File: src/rtl/bfps_pkg.sv
// Package for the fence polygon bond selector: sizes, codes, word types
// and the command and status structs between controller and datapath. No dependencies.
package bfps_pkg;

   localparam int MAX_FENCE_VERTICES = 64;
   localparam int COORD_BITS         = 24;
   localparam int ADDR_BITS          = $clog2(MAX_FENCE_VERTICES);
   localparam int CNT_BITS           = $clog2(MAX_FENCE_VERTICES + 1);
   localparam int DIFF_BITS          = COORD_BITS + 1;
   localparam int PROD_BITS          = 2 * DIFF_BITS;
   localparam int TAG_BITS           = 32;
   localparam int ZLIM_BITS          = 23;
   localparam int ZCMP_BITS          = COORD_BITS + ZLIM_BITS;
   localparam int ZLIM_RESET         = 65536;
   localparam int NUM_ENDS           = 2;
   localparam int CSR_ADDR_BITS      = 3;
   localparam int CSR_DATA_BITS      = 32;
   localparam int REG_Z_LIMIT        = 0;

   typedef enum logic [1:0] {
      ACT_CLEAR  = 2'd0,
      ACT_APPEND = 2'd1,
      ACT_TEST   = 2'd2
   } action_type;

   typedef struct packed {
      logic [1:0]                   action;
      logic signed [COORD_BITS-1:0] vertex_x;
      logic signed [COORD_BITS-1:0] vertex_y;
      logic [TAG_BITS-1:0]          bond_tag;
      logic                         end_a_valid;
      logic signed [COORD_BITS-1:0] end_a_x;
      logic signed [COORD_BITS-1:0] end_a_y;
      logic signed [COORD_BITS-1:0] end_a_z;
      logic                         end_b_valid;
      logic signed [COORD_BITS-1:0] end_b_x;
      logic signed [COORD_BITS-1:0] end_b_y;
      logic signed [COORD_BITS-1:0] end_b_z;
   } req_word_type;

   typedef struct packed {
      logic [TAG_BITS-1:0] tag_out;
      logic                selected;
      logic                inside_a;
      logic                inside_b;
      logic                fence_full;
   } rsp_word_type;

   typedef struct packed {
      logic                 capture;
      logic                 wr_en;
      logic [ADDR_BITS-1:0] wr_addr;
      logic                 rd_en;
      logic                 rd_first;
      logic [ADDR_BITS-1:0] rd_addr;
      logic                 load_rsp;
      logic                 rsp_flag;
   } cmd_type;

   typedef struct packed {
      logic pipe_busy;
      logic rsp_free;
   } sts_type;

endpackage

File: src/rtl/bfps_ctrl.sv
// Controller of the fence polygon bond selector: vertex count, edge sweep
// sequencing and result hand-off. Depends on bfps_pkg.
module bfps_ctrl
   import bfps_pkg::*;
(
   input  logic       clock,
   input  logic       reset,
   input  logic       req_valid,
   input  logic [1:0] req_action,
   output logic       req_stall,
   output cmd_type    cmd,
   input  sts_type    sts
);

   typedef enum logic [3:0] {
      ST_IDLE   = 4'b0001,
      ST_SWEEP  = 4'b0010,
      ST_DRAIN  = 4'b0100,
      ST_FINISH = 4'b1000
   } state_type;

   state_type           state_ff, state_in;
   logic [CNT_BITS-1:0] count_ff, count_in;
   logic [CNT_BITS-1:0] step_ff, step_in;
   logic                flag_ff, flag_in;
   logic [CNT_BITS-1:0] last_idx;
   logic [CNT_BITS-1:0] prev_step;

   always_comb begin
      state_in  = state_ff;
      count_in  = count_ff;
      step_in   = step_ff;
      flag_in   = flag_ff;
      req_stall = 1'b1;
      last_idx  = count_ff - CNT_BITS'(1);
      prev_step = step_ff - CNT_BITS'(1);
      cmd          = '0;
      cmd.wr_addr  = count_ff[ADDR_BITS-1:0];
      cmd.rsp_flag = flag_ff;
      unique case (state_ff)
         ST_IDLE: begin
            req_stall = 1'b0;
            if (req_valid) begin
               unique case (req_action)
                  ACT_CLEAR: begin
                     count_in = '0;
                  end
                  ACT_APPEND: begin
                     if (count_ff < CNT_BITS'(MAX_FENCE_VERTICES)) begin
                        cmd.wr_en = 1'b1;
                        count_in  = count_ff + CNT_BITS'(1);
                     end else begin
                        flag_in  = 1'b1;
                        state_in = ST_FINISH;
                     end
                  end
                  ACT_TEST: begin
                     cmd.capture = 1'b1;
                     flag_in     = 1'b0;
                     step_in     = '0;
                     if (count_ff == '0) begin
                        state_in = ST_FINISH;
                     end else begin
                        state_in = ST_SWEEP;
                     end
                  end
                  default: begin
                  end
               endcase
            end
         end
         ST_SWEEP: begin
            cmd.rd_en    = 1'b1;
            cmd.rd_first = (step_ff == '0);
            cmd.rd_addr  = (step_ff == '0) ? last_idx[ADDR_BITS-1:0]
                                           : prev_step[ADDR_BITS-1:0];
            step_in      = step_ff + CNT_BITS'(1);
            if (step_ff == count_ff) begin
               state_in = ST_DRAIN;
            end
         end
         ST_DRAIN: begin
            if (!sts.pipe_busy) begin
               state_in = ST_FINISH;
            end
         end
         ST_FINISH: begin
            if (sts.rsp_free) begin
               cmd.load_rsp = 1'b1;
               state_in     = ST_IDLE;
            end
         end
         default: begin
            state_in = ST_IDLE;
         end
      endcase
   end

   always_ff @(posedge clock) begin
      if (reset) begin
         state_ff <= ST_IDLE;
         count_ff <= '0;
         step_ff  <= '0;
         flag_ff  <= 1'b0;
      end else begin
         state_ff <= state_in;
         count_ff <= count_in;
         step_ff  <= step_in;
         flag_ff  <= flag_in;
      end
   end

endmodule

File: config.mk
export PLATFORM = sky130hd
export DESIGN_NAME = bfps_ctrl
export DESIGN_NICKNAME = d
export VERILOG_FILES = /design/src/rtl/bfps_pkg.sv /design/src/rtl/bfps_ctrl.sv
export SDC_FILE = /design/constraint.sdc
export NUM_CORES = 1
export LEC_CHECK = 0
export BUFFER_PORTS_ARGS = -buffer_cell sky130_fd_sc_hd__buf_2
export CAP_MARGIN = 5
export CORE_MARGIN = 2
export CORE_UTILIZATION = 55
export DETAILED_ROUTE_END_ITERATION = 12
export PLACE_DENSITY = 0.87
export SYNTH_ARGS = -nofsm -noshare
export SYNTH_HDL_FRONTEND = slang
export SYNTH_SLANG_ARGS = --single-unit
File: constraint.sdc
create_clock -name clock -period 3.6 [get_ports clock]
set_input_delay 0 -clock clock [delete_from_list [all_inputs] [get_ports clock]]
set_output_delay 0 -clock clock [all_outputs]
set_load 0.05 [all_outputs]
# Yosys cells after proc, flatten, opt, wreduce, memory -nomap -nowiden

Cells that the tools add are included.
Widths: inputs -> output; s select.

Register bits after elaboration: 19

Eq/ne operators: 16
Add/sub/neg operators: 4
Order comparisons: 1
Reductions and logical operators: 10
Mux-type cells: 25

Operator list:

| operator            | count |
|---|---|
| $pmux 7 s2          | 2 |
| $mux 4              | 6 |
| $mux 7              | 3 |
| $pmux 4 s4          | 1 |
| $add 7x1->7 const B | 2 |
| $logic_not 7->1     | 2 |
| $ne 2x2->1 const B  | 6 |
| $sub 6x1->6 const B | 2 |
| $mux 8              | 1 |
| $pmux 4 s2          | 1 |
| $reduce_and 4->1    | 2 |
| $eq 7x7->1          | 1 |
| $lt 7x7->1 const B  | 1 |
| $mux 1              | 7 |
| $mux 6              | 1 |
| $reduce_and 6->1    | 1 |
| $reduce_bool 2->1   | 3 |
| $eq 4x1->1 const B  | 1 |
| $eq 4x2->1 const B  | 1 |
| $eq 4x3->1 const B  | 1 |
| $eq 4x4->1 const B  | 1 |
| $mux 2              | 2 |
| $ne 3x1->1 const B  | 1 |
| $ne 3x3->1 const B  | 1 |
| other kinds (6)     | 6 |

# Longest topological paths before layout

Depth in word-level cells: 5
Mapped depth: 7

# Worst setup path before layout

OpenSTA, ideal clock, no wires.

Path kind: flip-flop to output port
Start point: register step_ff[0]
End point: output port cmd[2] (netlist name)
Path buffers: 0
Path slack: 1.246 ns
Arrival time: 2.354 ns
Data required time: 3.600 ns
Cell stages (with the launch flop): 7
Cell sequence: dfxtp_1 -> inv_1 -> ha_1 -> nor4b_2 -> and2_1 -> nor2_1 -> a211oi_1

RTL lines:

| item                   | line             | RTL |
|---|---|---|
| from (decl)            | bfps_ctrl.sv:24  | `logic [CNT_BITS-1:0] step_ff, step_in;` |
| from (signal assigned) | bfps_ctrl.sv:108 | `step_ff <= step_in;` |
| to (decl)              | bfps_ctrl.sv:11  | `output cmd_type cmd,` |

==> metrics.md <==
| Metric | Value |
|---|---|
| Status | finished, violations left |
| Violated checks | hold timing |
| Tcrit/Tclk final | 0.624 |
| Total die area | a little over 3000 sq um |
| Switching share of power | 0.463 |
| Critical Path AT | 2250 ps |
| Diode count | 0 |
| Grt ovf | 0 |
| Routed via count | 1324 |
| Synth area leaders | dfxtp_1 (26%), xnor2_1 (7.8%), nor2_1 (7.7%), buf_4 (3.6%), ha_1 (3.4%) |
| Crit start category | flip-flop |
| Worst path required time | 3600 ps |
| Cell Area, Synth | 1460 sq um |
| Compound-Gate Fraction of Synth Area | 0.171 |
| CP Max Fanout | 6 |
| Setup repair bufs after CTS | 0 |
| Crit path kind | reg -> out |
| Crit end category | output pin |
| Comb pwr share | 0.484 |
| Max Clock Freq | 0.445 GHz |
| Post-synthesis xor/xnor area fraction | 0.102 |
| CTS buffer count | 3 |
| Synth-to-Final Area Change | 6.24% |
| # clock sinks | 19 |
| CTS tree | done |
| GRT met1 Usage | 0.287 |
| Drt pass-1 iters | 4 |
| Nets | 213 |
| Setup ws final | 1350 ps |
| Setup Viol. Count Final | 0 |
| Vias in the first global route | between 1k and 1.5k |
| Least-Margin Pin Slew | 486 ps |
| Die Wd | 55.6 microns |
| Post-CTS sizing | 0 |
| DRC | 0 |
| Leading cell type by number of instances after synthesis | nor2_1 |
| Met2 GRT Util | 0.342 |
| RSZ-0062 raised after global routing | false |
| Post-synth cell types | 52 |
| Syn_nets | 199 |
| Largest net degree at the start of global routing | 12 |
| Rel. slew slack | 0.675 |
| Yosys top cell area share | 0.260 |
| LEAKAGE | 0.658 nW |
| Pwr Density | 482 nW/um^2 |
| Initial antenna violation count | 0 |
| Number of max-cap violations | 0 |
| Share of layout cells above drive strength 1 | 0.234 |
| Yosys reg bits | 19 |
| Combinational family with the most area after synthesis | simple AND/OR/NAND/NOR gates |
| Busiest grt layer | met2 |
| Net Switching | 0.347 mW |
| WHS | -3.05 ps |
| Root Driver | clkbuf_4 |
| Hold bufs inserted after CTS | 0 |
| Initial Util | 0.585 |
| Fraction of registers with async set/reset | 0 |
| Post-DR vias/cell | 5.73 |
| Drt total wl | 3170 microns |
| Setup TNS | 0 ps |
| Mux cell area share after synthesis | 0 |
| Simple-gate area share of the yosys netlist | 0.342 |
| Clock-pin transition on the worst setup and hold timing paths | 120 ps |
| Max-slew violations | 0 |
| Largest stage delay, worst path | 430 ps |
| H-tree depth | 1 |
| Total track usage | 0.210 |
| Max Clock Skew | 8.65 ps |
| CP max stage cell | dfxtp_1 |
| Core Box Area | 2500 sq um |
| Internal Power | between 0.4 and 0.5 mW |
| HPWL Detailed | 2400 microns |
| Sequential share of power | 0.363 |
| Clock Power Share | 0.153 |
| Worst Hold Class | in -> reg |
| Mapped Avg Cell Area | 7.78 sq um |
| Rows | 18 |
| Syn. warnings | 0 |
| Placer Congestion | 0.870 |
| Synthesized-area fraction occupied by adder cells | 0.0342 |
| Port Buf Inserts | 25 |
| Critical path cell sequence | inv_1 -> ha_1 -> nor4b_2 -> nor3_1 -> o21ai_0 -> xnor2_1 -> nor2_1 -> buf_2 |
| Clock buffer depth | 2 |
| Synth top cells by count | nor2_1 (30), dfxtp_1 (19), xnor2_1 (13) |
| Drt wl/cell | 13.7 microns |
| Min cycle time layout | 2250 ps |
| Die Ht | between 50 and 60 microns |
| VDD IR max | around 0.54 mV |
| DRT iter0 DRCs | 36 |
| Post-synthesis sequential area ratio | 0.260 |
| Delay-heaviest family, CP | simple AND/OR/NAND/NOR gates |
| Area leader, netlist | dfxtp_1 |
| Final ANT Viol Nets | 0 |
| Cell count after synthesis | 188 |
| # IOs | 26 |
| Met3 GRT Util | 0.0302 |
| First-pass GRT wire length | 5310 microns |
| Crit path buf inv count | 2 |
| Final Hold Viols | 1 |
| Post-synth top flop | dfxtp_1 |
| Clk Latency, worst-skew pair | 310 ps |
| DP Worst Slack | around 1700 ps |
| Post-synth EDFFs | 0 |
-- flip-flops by register name, indices dropped and copies added (netlist names) --
| signal | cells |
|---|---|
| count_ff | 7 |
| step_ff | 7 |
| flag_ff | 1 |
| state_ff | 4 |
-- final cells by class --
class | instances | area, sq um
Clock buffer | 3 | 22.5
Clock inverter | 1 | 5.00
Fill cell | 239 | 946
Inverter | 9 | 33.8
Multi-Input combinational cell | 144 | 950
Sequential cell | 19 | 380
Tap cell | 30 | 37.5
Timing Repair Buffer | 25 | 125
-- logic make-up after synthesis --
| family | after synthesis |
|---|---|
| AOI/OAI and AO/OA | 35 |
| xor gates and xnor gates | 17 |
| adders and majority gates | 4 |
| buffers and inverters | 25 |
| DFF | 19 |
| and+or+nand+nor | 88 |
-- tightest hold or removal path, stage by stage --
cell,delay (ps)
buf_2,100
nor4bb_1,50
o21ai_0,130
-- worst paths after layout --
check	from	end	slack, ps	cells after the start
max	step_ff[0]$_SDFFE_PP0P_	cmd[7]	1350	8
min	sts[0]	state_ff[0]$_SDFFE_PP1P_	-3	3
max reg2reg	state_ff[3]$_SDFFE_PP0P_	state_ff[2]$_SDFFE_PP0P_	1860	6
min reg2reg	flag_ff$_SDFFE_PP0P_	flag_ff$_SDFFE_PP0P_	480	2
-- metrics by stage --
step	instances	instance area (sq um)	utilization	hold slack (ps)	power, mW
3_3_place_gp	227	1530	0.611	317	0.630
4_1_cts	231	1550	0.622	0.735	0.750
2_1_floorplan	188	1460	-	194	0.568
3_5_place_dp	227	1530	0.611	324	0.639
6_report	231	1550	0.622	-3.05	0.748
5_1_grt	231	1550	0.622	17.8	0.798
-- layout by cell type, fill, tap and decap left out, types with 3 or more instances in the layout --
| cell | Yosys | layout |
|---|---|---|
| nor2_1 | 30 | 30 |
| buf_2 | 4 | 25 |
| dfxtp_1 | 19 | 19 |
| xnor2_1 | 13 | 13 |
| nand2_1 | 12 | 12 |
| inv_1 | 8 | 8 |
| a21oi_1 | 7 | 7 |
| o21ai_0 | 6 | 6 |
| nor3_1 | 5 | 5 |
| a31oi_1 | 4 | 4 |
| and2_1 | 4 | 4 |
| xor2_1 | 4 | 4 |
| ha_1 | 4 | 4 |
| nor2b_1 | 3 | 3 |
| or2_2 | 3 | 3 |
| nand3_1 | 3 | 3 |
| nand2b_1 | 3 | 3 |
| nand4_1 | 3 | 3 |
| clkbuf_4 | 0 | 3 |
-- power groups by stage --
stage | sequential (mW) | clock, mW | combinational (mW)
2_1_floorplan | 0.264 | 0 | 0.304
6_report | 0.271 | 0.114 | 0.363
4_1_cts | 0.272 | 0.115 | 0.363
3_5_place_dp | 0.277 | 0 | 0.362
3_3_place_gp | 0.277 | 0 | 0.353
5_1_grt | 0.276 | 0.124 | 0.398
-- per-layer routing --
layer / vias up / share of wire
li1: 672 / -
met1: 605 / 0.47
met2: 43 / 0.46
met3: 4 / 0.062
met4: 0 / 0.0082
met5: - / 0
No activity file was read; power rests on OpenSTA's default activity.
